`src/sv/ssp_pkg.sv`:
```
// shared types, constants and helpers of the strobe stripe pattern generator
// no dependencies
`timescale 1ns / 1ps
`default_nettype none

package ssp_pkg;

  localparam int HEIGHT      = 720;
  localparam int PAL_DEPTH   = 64;
  localparam int PAL_IDX_W   = $clog2(PAL_DEPTH);
  localparam int SIZE_W      = 7;
  localparam int COL_W       = 11;
  localparam int ROW_W       = 10;
  localparam int LVL_W       = 4;
  localparam int HOLD_W      = 6;
  localparam int SCROLL_W    = 7;
  localparam int COLOR_W     = 32;
  localparam int CFG_DATA_W  = 7;
  localparam int CFG_IDX_W   = 1;

  localparam int SCROLL_WRAP = 120;
  localparam int HOLD_MAX    = 60;
  localparam int HOLD_MIN    = 1;
  localparam int HOLD_RESET  = 10;
  localparam int LEVEL_MAX   = 15;
  localparam int SIZE_RESET  = 8;

  // row mapping y = (r + scroll + ROW_OFS) mod HEIGHT
  localparam int ROW_OFS  = HEIGHT - SCROLL_WRAP;
  localparam int SUM_MAX  = (2 ** ROW_W - 1) + (SCROLL_WRAP - 1) + ROW_OFS;
  localparam int SUM_W    = $clog2(SUM_MAX + 1);
  localparam int Y_SUBS   = SUM_MAX / HEIGHT;
  localparam int Y_W      = $clog2(HEIGHT);

  // stripe index floor((3x + 4y) / 240) = floor((s >> 4) / 15)
  localparam int STRIPE_W = $clog2(3 * (2 ** COL_W - 1) + 4 * (HEIGHT - 1) + 1);
  localparam int STRIPE_T_W = STRIPE_W - 4;
  localparam int RECIP      = 2185;
  localparam int RECIP_W    = 12;
  localparam int RECIP_SH   = 15;
  localparam int PROD_W     = STRIPE_T_W + RECIP_W;

  typedef enum logic [1:0] {
    REQ_FRAME   = 2'd0,
    REQ_PIXEL   = 2'd1,
    REQ_PALETTE = 2'd2
  } req_e;

  typedef enum logic [3:0] {
    CMD_NONE       = 4'd0,
    CMD_RESET_TIME = 4'd1,
    CMD_HOLD_UP    = 4'd2,
    CMD_HOLD_DN    = 4'd3,
    CMD_LVL_A_MAX  = 4'd4,
    CMD_LVL_B_MAX  = 4'd5,
    CMD_IDX_A_UP   = 4'd6,
    CMD_IDX_A_DN   = 4'd7,
    CMD_IDX_B_UP   = 4'd8,
    CMD_IDX_B_DN   = 4'd9,
    CMD_LVL_A_UP   = 4'd10,
    CMD_LVL_A_DN   = 4'd11,
    CMD_LVL_B_UP   = 4'd12,
    CMD_LVL_B_DN   = 4'd13,
    CMD_STRIPES    = 4'd14
  } cmd_e;

  typedef enum logic [CFG_IDX_W-1:0] {
    REG_PALETTE_SIZE = 1'd0,
    REG_SCALE        = 1'd1
  } reg_e;

  // pattern state seen by the pixel path
  typedef struct packed {
    logic [PAL_IDX_W-1:0] first_index;
    logic [PAL_IDX_W-1:0] second_index;
    logic [LVL_W-1:0]     first_level;
    logic [LVL_W-1:0]     second_level;
    logic                 phase;
    logic                 stripes_on;
    logic [SCROLL_W-1:0]  scroll;
  } pat_state_t;

  function automatic logic [COLOR_W-1:0] default_color(input logic [PAL_IDX_W-1:0] idx);
    logic [COLOR_W-1:0] c;
    case (idx)
      6'd1:    c = 32'h0000_0011;
      6'd2:    c = 32'h0000_1111;
      6'd3:    c = 32'h0000_1100;
      6'd4:    c = 32'h0011_1100;
      6'd5:    c = 32'h0011_0000;
      6'd6:    c = 32'h0011_0011;
      6'd7:    c = 32'h0011_1111;
      default: c = '0;
    endcase
    return c;
  endfunction

endpackage

`default_nettype wire

```
`src/sv/strobe_stripe_pattern_generator_top.sv`:
```
// top level of the strobe stripe pattern generator
// instantiates ssp_ctrl, ssp_palette and ssp_pixel; uses ssp_pkg
//
// Usage: one input channel (in_valid_i / in_stall_o) carries beats of three kinds.
// A frame beat applies its command and advances frame counter, scroll and phase.
// A pixel beat returns one pixel_color_o beat on the output channel
// (out_valid_o / out_stall_i). A palette beat writes one colour entry.
// Frame and palette beats give no output beat.
// A pixel beat is presented once it has passed pipeline stages 1 to 5 in order.
// Throughput: one beat per cycle of any kind while in_stall_o is low; pixel
// beats run through a five-register pipeline whose first stage is the palette
// read port, both candidate colours being read at accept.
// Reset: pattern state, configuration and palette go to their defaults at once;
// palette entries read their default colour until first written.
// Stall: when the output is stalled the pipeline closes its bubbles and then
// raises in_stall_o; a beat already accepted is never dropped.
// Configuration (cfg_we_i, cfg_idx_i, cfg_data_i) must be written only while idle (not enforced).
`timescale 1ns / 1ps
`default_nettype none

module strobe_stripe_pattern_generator_top (
  input  wire                            clk_i,
  input  wire                            rst_ni,
  input  wire                            cfg_we_i,
  input  wire  [ssp_pkg::CFG_IDX_W-1:0]  cfg_idx_i,
  input  wire  [ssp_pkg::CFG_DATA_W-1:0] cfg_data_i,
  input  wire                            in_valid_i,
  output logic                           in_stall_o,
  input  wire  [1:0]                     req_type_i,
  input  wire  [3:0]                     command_i,
  input  wire  [ssp_pkg::COL_W-1:0]      column_i,
  input  wire  [ssp_pkg::ROW_W-1:0]      display_row_i,
  input  wire  [ssp_pkg::PAL_IDX_W-1:0]  entry_index_i,
  input  wire  [ssp_pkg::COLOR_W-1:0]    entry_value_i,
  output logic                           out_valid_o,
  input  wire                            out_stall_i,
  output logic [ssp_pkg::COLOR_W-1:0]    pixel_color_o
);
  import ssp_pkg::*;

  logic [SIZE_W-1:0] palette_size_q;
  logic              scale_q;
  logic              take;
  logic              acc;
  logic              acc_frame, acc_pix, acc_pal;
  pat_state_t        state;
  logic [COLOR_W-1:0] color_a, color_b;

  always_ff @(posedge clk_i or negedge rst_ni) begin
    if (!rst_ni) begin
      palette_size_q <= SIZE_W'(SIZE_RESET);
      scale_q        <= 1'b1;
    end else if (cfg_we_i) begin
      unique case (reg_e'(cfg_idx_i))
        REG_PALETTE_SIZE: palette_size_q <= cfg_data_i[SIZE_W-1:0];
        REG_SCALE:        scale_q        <= cfg_data_i[0];
        default: ;
      endcase
    end
  end

  assign in_stall_o = !take;
  assign acc        = in_valid_i && take;
  assign acc_frame  = acc && (req_e'(req_type_i) == REQ_FRAME);
  assign acc_pix    = acc && (req_e'(req_type_i) == REQ_PIXEL);
  assign acc_pal    = acc && (req_e'(req_type_i) == REQ_PALETTE);

  ssp_ctrl u_ctrl (
    .clk_i          (clk_i),
    .rst_ni         (rst_ni),
    .frame_i        (acc_frame),
    .command_i      (command_i),
    .palette_size_i (palette_size_q),
    .state_o        (state)
  );

  ssp_palette u_palette (
    .clk_i       (clk_i),
    .rst_ni      (rst_ni),
    .wr_en_i     (acc_pal),
    .wr_addr_i   (entry_index_i),
    .wr_data_i   (entry_value_i),
    .rd_en_i     (acc_pix),
    .rd_addr_a_i (state.first_index),
    .rd_addr_b_i (state.second_index),
    .rd_data_a_o (color_a),
    .rd_data_b_o (color_b)
  );

  ssp_pixel u_pixel (
    .clk_i         (clk_i),
    .rst_ni        (rst_ni),
    .pix_i         (acc_pix),
    .column_i      (column_i),
    .display_row_i (display_row_i),
    .state_i       (state),
    .color_a_i     (color_a),
    .color_b_i     (color_b),
    .scale_i       (scale_q),
    .take_o        (take),
    .out_valid_o   (out_valid_o),
    .out_stall_i   (out_stall_i),
    .pixel_color_o (pixel_color_o)
  );

endmodule

`default_nettype wire

```
`src/sv/ssp_palette.sv`:
```
// palette memory, one write port and two registered read ports
// entries not yet written read as their reset colour; uses ssp_pkg
`timescale 1ns / 1ps
`default_nettype none

module ssp_palette (
  input  wire                         clk_i,
  input  wire                         rst_ni,
  input  wire                         wr_en_i,
  input  wire  [ssp_pkg::PAL_IDX_W-1:0] wr_addr_i,
  input  wire  [ssp_pkg::COLOR_W-1:0]   wr_data_i,
  input  wire                         rd_en_i,
  input  wire  [ssp_pkg::PAL_IDX_W-1:0] rd_addr_a_i,
  input  wire  [ssp_pkg::PAL_IDX_W-1:0] rd_addr_b_i,
  output logic [ssp_pkg::COLOR_W-1:0]   rd_data_a_o,
  output logic [ssp_pkg::COLOR_W-1:0]   rd_data_b_o
);
  import ssp_pkg::*;

  logic [COLOR_W-1:0]   mem_q [PAL_DEPTH];
  logic [PAL_DEPTH-1:0] vld_q;
  logic [COLOR_W-1:0]   rd_a_q;
  logic [COLOR_W-1:0]   rd_b_q;

  always_ff @(posedge clk_i) begin
    if (wr_en_i) begin
      mem_q[wr_addr_i] <= wr_data_i;
    end
  end

  always_ff @(posedge clk_i or negedge rst_ni) begin
    if (!rst_ni) begin
      vld_q <= '0;
    end else if (wr_en_i) begin
      vld_q[wr_addr_i] <= 1'b1;
    end
  end

  always_ff @(posedge clk_i) begin
    if (rd_en_i) begin
      rd_a_q <= vld_q[rd_addr_a_i] ? mem_q[rd_addr_a_i] : default_color(rd_addr_a_i);
      rd_b_q <= vld_q[rd_addr_b_i] ? mem_q[rd_addr_b_i] : default_color(rd_addr_b_i);
    end
  end

  assign rd_data_a_o = rd_a_q;
  assign rd_data_b_o = rd_b_q;

endmodule

`default_nettype wire

```
`src/sv/ssp_ctrl.sv`:
```
// pattern state: command decode, frame counter, scroll and phase
// uses ssp_pkg
`timescale 1ns / 1ps
`default_nettype none

module ssp_ctrl (
  input  wire                      clk_i,
  input  wire                      rst_ni,
  input  wire                      frame_i,
  input  wire  [3:0]               command_i,
  input  wire  [ssp_pkg::SIZE_W-1:0] palette_size_i,
  output ssp_pkg::pat_state_t      state_o
);
  import ssp_pkg::*;

  logic [HOLD_W-1:0]    frame_count_q, frame_count_d;
  logic [HOLD_W-1:0]    hold_q, hold_d;
  logic [PAL_IDX_W-1:0] idx_a_q, idx_a_d;
  logic [PAL_IDX_W-1:0] idx_b_q, idx_b_d;
  logic [LVL_W-1:0]     lvl_a_q, lvl_a_d;
  logic [LVL_W-1:0]     lvl_b_q, lvl_b_d;
  logic                 phase_q, phase_d;
  logic                 stripes_q, stripes_d;
  logic [SCROLL_W-1:0]  scroll_q, scroll_d;
  logic [SIZE_W-1:0]    eff_size;
  logic [HOLD_W-1:0]    fc_cmd;
  logic [HOLD_W:0]      fc_next;
  logic [HOLD_W:0]      hold_p1;

  function automatic logic [PAL_IDX_W-1:0] step_up(input logic [PAL_IDX_W-1:0] idx,
                                                   input logic [SIZE_W-1:0] sz);
    logic [SIZE_W-1:0] nx;
    nx = SIZE_W'(idx) + 1'b1;
    return (nx >= sz) ? '0 : PAL_IDX_W'(nx);
  endfunction

  function automatic logic [PAL_IDX_W-1:0] step_dn(input logic [PAL_IDX_W-1:0] idx,
                                                   input logic [SIZE_W-1:0] sz);
    logic [SIZE_W-1:0] last;
    last = sz - 1'b1;
    return (idx == '0 || SIZE_W'(idx) >= sz) ? PAL_IDX_W'(last) : idx - 1'b1;
  endfunction

  always_comb begin
    if (palette_size_i == '0) begin
      eff_size = SIZE_W'(1);
    end else if (palette_size_i > SIZE_W'(PAL_DEPTH)) begin
      eff_size = SIZE_W'(PAL_DEPTH);
    end else begin
      eff_size = palette_size_i;
    end
  end

  always_comb begin
    hold_d    = hold_q;
    idx_a_d   = idx_a_q;
    idx_b_d   = idx_b_q;
    lvl_a_d   = lvl_a_q;
    lvl_b_d   = lvl_b_q;
    stripes_d = stripes_q;
    fc_cmd    = frame_count_q;
    unique case (cmd_e'(command_i))
      CMD_RESET_TIME: begin
        hold_d = HOLD_W'(HOLD_RESET);
        fc_cmd = '0;
      end
      CMD_HOLD_UP:   if (hold_q < HOLD_W'(HOLD_MAX)) hold_d = hold_q + 1'b1;
      CMD_HOLD_DN:   if (hold_q > HOLD_W'(HOLD_MIN)) hold_d = hold_q - 1'b1;
      CMD_LVL_A_MAX: lvl_a_d = LVL_W'(LEVEL_MAX);
      CMD_LVL_B_MAX: lvl_b_d = LVL_W'(LEVEL_MAX);
      CMD_IDX_A_UP:  idx_a_d = step_up(idx_a_q, eff_size);
      CMD_IDX_A_DN:  idx_a_d = step_dn(idx_a_q, eff_size);
      CMD_IDX_B_UP:  idx_b_d = step_up(idx_b_q, eff_size);
      CMD_IDX_B_DN:  idx_b_d = step_dn(idx_b_q, eff_size);
      CMD_LVL_A_UP:  if (lvl_a_q < LVL_W'(LEVEL_MAX)) lvl_a_d = lvl_a_q + 1'b1;
      CMD_LVL_A_DN:  if (lvl_a_q > '0) lvl_a_d = lvl_a_q - 1'b1;
      CMD_LVL_B_UP:  if (lvl_b_q < LVL_W'(LEVEL_MAX)) lvl_b_d = lvl_b_q + 1'b1;
      CMD_LVL_B_DN:  if (lvl_b_q > '0) lvl_b_d = lvl_b_q - 1'b1;
      CMD_STRIPES:   stripes_d = ~stripes_q;
      default: ;
    endcase

    hold_p1 = {1'b0, hold_d} + 1'b1;
    fc_next = {1'b0, fc_cmd} + 1'b1;
    if (fc_next >= hold_p1) begin
      fc_next = fc_next - hold_p1;
    end
    frame_count_d = fc_next[HOLD_W-1:0];
    scroll_d = (scroll_q == SCROLL_W'(SCROLL_WRAP - 1)) ? '0 : scroll_q + 1'b1;
    phase_d  = (frame_count_d == '0) ? ~phase_q : phase_q;
  end

  always_ff @(posedge clk_i or negedge rst_ni) begin
    if (!rst_ni) begin
      frame_count_q <= '0;
      hold_q        <= HOLD_W'(HOLD_RESET);
      idx_a_q       <= PAL_IDX_W'(1);
      idx_b_q       <= PAL_IDX_W'(3);
      lvl_a_q       <= LVL_W'(LEVEL_MAX);
      lvl_b_q       <= LVL_W'(LEVEL_MAX);
      phase_q       <= 1'b1;
      stripes_q     <= 1'b1;
      scroll_q      <= '0;
    end else if (frame_i) begin
      frame_count_q <= frame_count_d;
      hold_q        <= hold_d;
      idx_a_q       <= idx_a_d;
      idx_b_q       <= idx_b_d;
      lvl_a_q       <= lvl_a_d;
      lvl_b_q       <= lvl_b_d;
      phase_q       <= phase_d;
      stripes_q     <= stripes_d;
      scroll_q      <= scroll_d;
    end
  end

  assign state_o.first_index  = idx_a_q;
  assign state_o.second_index = idx_b_q;
  assign state_o.first_level  = lvl_a_q;
  assign state_o.second_level = lvl_b_q;
  assign state_o.phase        = phase_q;
  assign state_o.stripes_on   = stripes_q;
  assign state_o.scroll       = scroll_q;

  a_fc_le_hold: assert property (@(posedge clk_i) disable iff (!rst_ni)
    frame_count_q <= hold_q)
    else $error("frame counter above hold");

  a_hold_range: assert property (@(posedge clk_i) disable iff (!rst_ni)
    hold_q >= HOLD_W'(HOLD_MIN) && hold_q <= HOLD_W'(HOLD_MAX))
    else $error("hold out of range");

  a_scroll_step: assert property (@(posedge clk_i) disable iff (!rst_ni)
    frame_i |=> (scroll_q == $past(scroll_q) + 1'b1) || (scroll_q == '0))
    else $error("scroll did not advance");

endmodule

`default_nettype wire

```
`src/sv/ssp_pixel.sv`:
```
// pixel pipeline: row wrap, stripe parity, colour select and brightness scaling
// uses ssp_pkg; palette read data arrives registered, in the cycle after accept
`timescale 1ns / 1ps
`default_nettype none

module ssp_pixel (
  input  wire                       clk_i,
  input  wire                       rst_ni,
  input  wire                       pix_i,
  input  wire  [ssp_pkg::COL_W-1:0] column_i,
  input  wire  [ssp_pkg::ROW_W-1:0] display_row_i,
  input  ssp_pkg::pat_state_t       state_i,
  input  wire  [ssp_pkg::COLOR_W-1:0] color_a_i,
  input  wire  [ssp_pkg::COLOR_W-1:0] color_b_i,
  input  wire                       scale_i,
  output logic                      take_o,
  output logic                      out_valid_o,
  input  wire                       out_stall_i,
  output logic [ssp_pkg::COLOR_W-1:0] pixel_color_o
);
  import ssp_pkg::*;

  typedef struct packed {
    logic [LVL_W-1:0] level_a;
    logic [LVL_W-1:0] level_b;
    logic             phase;
    logic             stripes_on;
  } pick_t;

  logic en1, en2, en3, en4, en5;
  logic v1_q, v2_q, v3_q, v4_q, v5_q;

  pick_t pk1_q, pk2_q, pk3_q, pk4_q;
  logic [COLOR_W-1:0] ca2_q, cb2_q, ca3_q, cb3_q, ca4_q, cb4_q;
  logic [COL_W-1:0]   x1_q, x2_q;
  logic [SUM_W-1:0]   sum1_q;
  logic [Y_W-1:0]     y2_q;
  logic [STRIPE_W-1:0] s3_q;
  logic [PROD_W-1:0]   prod4_q;
  logic [COLOR_W-1:0]  color5_q;

  logic [SUM_W-1:0]    y_wrap;
  logic [STRIPE_W-1:0] s_d;
  logic [PROD_W-1:0]   prod_d;
  logic                pick_first;
  logic [COLOR_W-1:0]  col_sel;
  logic [LVL_W-1:0]    lvl_sel;
  logic [COLOR_W-1:0]  color_d;

  assign en5 = !v5_q || !out_stall_i;
  assign en4 = !v4_q || en5;
  assign en3 = !v3_q || en4;
  assign en2 = !v2_q || en3;
  assign en1 = !v1_q || en2;
  assign take_o = en1;

  always_ff @(posedge clk_i or negedge rst_ni) begin
    if (!rst_ni) begin
      v1_q <= 1'b0;
      v2_q <= 1'b0;
      v3_q <= 1'b0;
      v4_q <= 1'b0;
      v5_q <= 1'b0;
    end else begin
      if (en1) v1_q <= pix_i;
      if (en2) v2_q <= v1_q;
      if (en3) v3_q <= v2_q;
      if (en4) v4_q <= v3_q;
      if (en5) v5_q <= v4_q;
    end
  end

  always_comb begin
    y_wrap = sum1_q;
    for (int i = 0; i < Y_SUBS; i++) begin
      if (y_wrap >= SUM_W'(HEIGHT)) y_wrap = y_wrap - SUM_W'(HEIGHT);
    end
  end

  assign s_d    = STRIPE_W'(x2_q) + STRIPE_W'({x2_q, 1'b0}) + STRIPE_W'({y2_q, 2'b00});
  assign prod_d = PROD_W'(s3_q[STRIPE_W-1:4]) * PROD_W'(RECIP);

  always_comb begin
    pick_first = pk4_q.phase ^ (pk4_q.stripes_on & prod4_q[RECIP_SH]);
    col_sel    = pick_first ? ca4_q : cb4_q;
    lvl_sel    = pick_first ? pk4_q.level_a : pk4_q.level_b;
    color_d    = scale_i ? col_sel * COLOR_W'(lvl_sel) : col_sel;
  end

  always_ff @(posedge clk_i) begin
    if (en1 && pix_i) begin
      x1_q   <= column_i;
      sum1_q <= SUM_W'(display_row_i) + SUM_W'(state_i.scroll) + SUM_W'(ROW_OFS);
      pk1_q  <= '{level_a: state_i.first_level, level_b: state_i.second_level,
                  phase: state_i.phase, stripes_on: state_i.stripes_on};
    end
    if (en2) begin
      x2_q  <= x1_q;
      y2_q  <= y_wrap[Y_W-1:0];
      pk2_q <= pk1_q;
      ca2_q <= color_a_i;
      cb2_q <= color_b_i;
    end
    if (en3) begin
      s3_q  <= s_d;
      pk3_q <= pk2_q;
      ca3_q <= ca2_q;
      cb3_q <= cb2_q;
    end
    if (en4) begin
      prod4_q <= prod_d;
      pk4_q   <= pk3_q;
      ca4_q   <= ca3_q;
      cb4_q   <= cb3_q;
    end
    if (en5) begin
      color5_q <= color_d;
    end
  end

  assign out_valid_o   = v5_q;
  assign pixel_color_o = color5_q;

  a_take_fills: assert property (@(posedge clk_i) disable iff (!rst_ni)
    (pix_i && en1) |=> v1_q)
    else $error("accepted pixel lost at entry");

  a_bubble_advance: assert property (@(posedge clk_i) disable iff (!rst_ni)
    (v4_q && !v5_q) |=> v5_q)
    else $error("pipeline stuck behind empty output");

  a_y_in_frame: assert property (@(posedge clk_i) disable iff (!rst_ni)
    v2_q |-> y2_q < Y_W'(HEIGHT))
    else $error("row not wrapped");

endmodule

`default_nettype wire
```
`config.mk`:
```
export PLATFORM = sky130hd
export DESIGN_NAME = strobe_stripe_pattern_generator_top
export DESIGN_NICKNAME = d
export VERILOG_FILES = /design/src/sv/ssp_pkg.sv /design/src/sv/strobe_stripe_pattern_generator_top.sv /design/src/sv/ssp_palette.sv /design/src/sv/ssp_ctrl.sv /design/src/sv/ssp_pixel.sv
export SDC_FILE = /design/constraint.sdc
export NUM_CORES = 2
export LEC_CHECK = 0
export BUFFER_PORTS_ARGS = -buffer_cell sky130_fd_sc_hd__buf_2
export CORE_UTILIZATION = 69
export DETAILED_ROUTE_END_ITERATION = 7
export HOLD_SLACK_MARGIN = 0.05
export PLACE_DENSITY = 0.84
export REMOVE_ABC_BUFFERS = 1
export SLEW_MARGIN = 40
export SYNTH_ARGS = -nofsm -noshare
export SYNTH_HDL_FRONTEND = slang
export SYNTH_HIERARCHICAL = 1
export SYNTH_SLANG_ARGS = --single-unit
```
`constraint.sdc`:
```
create_clock -name clk_i -period 12.3 [get_ports clk_i]
set_clock_uncertainty 0.15 [all_clocks]
set_input_delay 2.46 -clock clk_i [delete_from_list [all_inputs] [get_ports clk_i]]
set_output_delay 2.46 -clock clk_i [all_outputs]
set_load 0.03 [all_outputs]
```
==> reports/qor.txt <==
Kind of critical path: flop to flop
Fin cells: 9231
Area Growth Syn to Fin: 10.8%
Detailed Route Iter0 Violations: 12500
Via Count: 73300
Storage cell area: 76000 µm²
Max Clk Rate: 0.163 GHz
Outcome: finished clean
FF+latch count, synth: 2548
WP data required: 12.78 ns
Initial core utilization: 0.696
CP top delay family: buffers and inverters
Gr usage total: 0.448
Peak supply drop: 177 µV
Cts hold-fix bufs: 0
First-pass GRT wire length: 552 mm
Post-Syn Area: 121000 µm²
Mean post-synth cell area: 18.7 µm²
Crit-path max FO: 43
R2r startpoint: u_ctrl/idx_b_q[2]$_DFFE_PN0P_
Tightest Hold Check Type: flop to flop
Global placer's final weighted congestion: 0.999
Final Util: 0.771
RR Endpoint: u_palette/rd_data_b_o[24]$_SDFFCE_PN0P_
Grt total ovfl: 0
CP peak stage delay: 0.88 ns
Ys Warns: 6
Nets: 6997
Sequential Power Share: 0.353
Fill cells: 8880
Buffers and inverters on the worst path: 4
Async SR Flop Fraction: 0.0463
Setup TNS: 0 ns
Post-layout min period: 6.12 ns
Top_reg_cell synth: edfxtp_1
CTS tree: yes
Pleak: 44.7 nW
Boundary pin count: 112
Post-DRT Antenna Nets: 0
Clock sink count: 2548
Post-synth EDFFs: 2430
P_sw: 0.00989 W
Slew of the pin with the lowest slew margin: 1.07 ns
R2R setup slack: 6.18 ns
Max-slew violation count: 0
Worst setup EP type: flop
Die Wd: 421 µm
Cell mode on critical path: buf_4
Via density: 7.94
Synth cell types: 107
Wire length per cell: 42.4 µm
Cells after synthesis: 6500
Core ar.: 174000 µm²
Inst Count DP: 8740
Combinational fraction of design power: 0.361
WP data arrival: 6.60 ns
Clk slew on worst S/H paths: 0.06 ns
Final Cycle Share: 0.497
R2R depth: 9
Fraction of layout cells with a size suffix above 1: 0.322
Endpoints failing hold: 0
Vias in the first global route: 74100
Clock power share: 0.286
Crit start category: flop
Seq/Total Area, Yosys: 0.626
Row count: 153
Max H-tree Level: 5
Die height: 421 µm
Area of the multi-input gates: 43100 µm²
Post CTS Setup Buffer Count: 0
Hpwl dp: 235 mm
Clock tree buffer depth: 4
Clock Root Buffer: clkbuf_16
Final Setup Violations: 0
Pwr/cell area: 216 nW/µm²
Worst-Skew Late Latency: 0.94 ns
Die area: 177000 µm²
Count of input and output buffers: 111
RSZ-0062 raised after global routing: no
Pin count of the biggest net entering global routing: 120
CP max stage cell: dfrtp_4
Post-CTS sizing: 0
1st-pass router iterations: 8
Drc violations: 0
Num CTS Buffers: 277
Crit path cell chain: buf_4 > buf_4 > nor2b_1 > a22oi_1 > a311oi_1 > buf_4 > a2111oi_4 > buf_4 > a21oi_1
Crit path to: u_palette/rd_data_b_o[24]$_SDFFCE_PN0P_
Antenna violations before repair: 32
Internal: 0.0191 W
Critical path launch point: u_ctrl/idx_b_q[2]$_DFFE_PN0P_
Pwr Total: 0.0290 W
Critical path depth: 9
Slew headroom: 0.283
Switching Fraction: 0.342
Max_cap viols: 0
Drt total wl: 391 mm
[sequential cells by signal (all words and copies together) (netlist names), 11 cells and up]
signal and count:
u_pixel/x2_q 11, u_palette/mem_q 2048, u_pixel/pixel_color_o 32, u_palette/vld_q 64, u_pixel/ca2_q 32, u_pixel/ca4_q 32
u_palette/rd_data_a_o 32, u_pixel/sum1_q 11, u_pixel/cb2_q 32, u_pixel/cb4_q 32, u_palette/rd_data_b_o 32, u_pixel/ca3_q 32
u_pixel/x1_q 11, u_pixel/cb3_q 32
[final cells by class]
type	count	area share
Clock buffer	344	0.0553
Clock inverter	129	0.0103
Antenna cell	10	0.000186
Sequential cell	2548	0.566
Inverter	206	0.00583
Tap cell	2325	0.0217
Timing Repair Buffer	338	0.0203
Multi-Input combinational cell	3331	0.321
[worst min-delay path by stage]
stage                                        endpoint  slack, ns                               startpoint  cells past startpoint
after detailed placement  u_pixel/ca2_q[25]$_DFFE_PP_       0.25  u_palette/rd_data_a_o[25]$_SDFFCE_PN0P_                      0
after global routing      u_pixel/cb3_q[15]$_DFFE_PP_       0.26              u_pixel/cb2_q[15]$_DFFE_PP_                      0
final                     u_pixel/cb3_q[15]$_DFFE_PP_       0.26              u_pixel/cb2_q[15]$_DFFE_PP_                      0
after CTS                 u_pixel/cb3_q[15]$_DFFE_PP_       0.25              u_pixel/cb2_q[15]$_DFFE_PP_                      0
after global placement    u_pixel/cb4_q[18]$_DFFE_PP_       0.25              u_pixel/cb3_q[18]$_DFFE_PP_                      0
after floorplan            u_pixel/ca2_q[0]$_DFFE_PP_       0.25       u_palette/rd_data_a_o[0]$_DFFE_PP_                      0
[cells by family (layout without fill, tap and decap cells)]
group / Yosys count / in the layout / synth area share
AOI/OAI and AO/OA: 625 / 625 / 0.0350
xor gates and xnor gates: 91 / 91 / 0.00663
adders and majority gates: 217 / 217 / 0.0272
buffers and inverters: 621 / 1017 / 0.0246
DFF: 2548 / 2548 / 0.626
muxes: 1486 / 1486 / 0.244
other: 0 / 10 / 0
and+or+nand+nor: 912 / 912 / 0.0361
[routing by layer]
metal	share of wire	global-route usage	vias up
li1	-	-	27300
met1	0.30	0.539	37100
met2	0.46	0.681	7232
met3	0.15	0.165	1687
met4	0.087	0.310	26
met5	0.00048	0	-
[synth_stat cells, types with 91 or more instances]
library cell	instances	area share
a21oi_1	129	0.0053
clkbuf_1	129	0.0040
inv_1	202	0.0063
mux2i_1	252	0.021
buf_2	153	0.0063
dfrtp_1	101	0.021
or2_2	91	0.0047
nor2_1	275	0.0085
edfxtp_1	2430	0.60
ha_1	140	0.014
nand2_1	259	0.0080
o21ai_0	96	0.0040
mux4_2	1169	0.22
[cells in the final DEF (no fill, tap or decap), types with 44 or more instances in the layout]
| master | netlist | layout |
|---|---|---|
| a21oi_1 | 129 | 127 |
| a22oi_1 | 53 | 53 |
| buf_2 | 153 | 108 |
| buf_4 | 66 | 180 |
| clkbuf_1 | 129 | 51 |
| clkbuf_16 | 0 | 285 |
| clkinv_1 | 2 | 49 |
| dfrtp_1 | 101 | 93 |
| edfxtp_1 | 2430 | 2430 |
| fa_1 | 77 | 77 |
| ha_1 | 140 | 140 |
| inv_1 | 202 | 197 |
| mux2_2 | 57 | 57 |
| mux2i_1 | 252 | 238 |
| mux4_2 | 1169 | 1169 |
| nand2_1 | 259 | 256 |
| nor2_1 | 275 | 207 |
| nor2_4 | 0 | 64 |
| nor2b_1 | 61 | 59 |
| nor3_1 | 45 | 44 |
| o21ai_0 | 96 | 92 |
| o22ai_1 | 71 | 71 |
| or2_2 | 91 | 91 |
| xnor2_1 | 67 | 67 |
[power groups by stage]
| stage | Combinational (W) | Clock (W) | Sequential [W] |
|---|---|---|---|
| 2_1_floorplan | 0.00800 | 0 | 0.0112 |
| 3_3_place_gp | 0.00966 | 0 | 0.0104 |
| 3_5_place_dp | 0.00985 | 0 | 0.0104 |
| 4_1_cts | 0.0101 | 0.00831 | 0.0102 |
| 5_1_grt | 0.0108 | 0.00860 | 0.0102 |
| 6_report | 0.0105 | 0.00829 | 0.0102 |
[through the flow]
step	setup slack, ns	cell area, µm²	hold slack (ns)
after floorplan	-4.48	119000	0.250
after global placement	5.70	125000	0.251
after detailed placement	6.08	125000	0.255
after CTS	6.34	134000	0.251
after global routing	6.07	134000	0.263
final	6.18	134000	0.259
No activity file was read; power rests on OpenSTA's default activity.
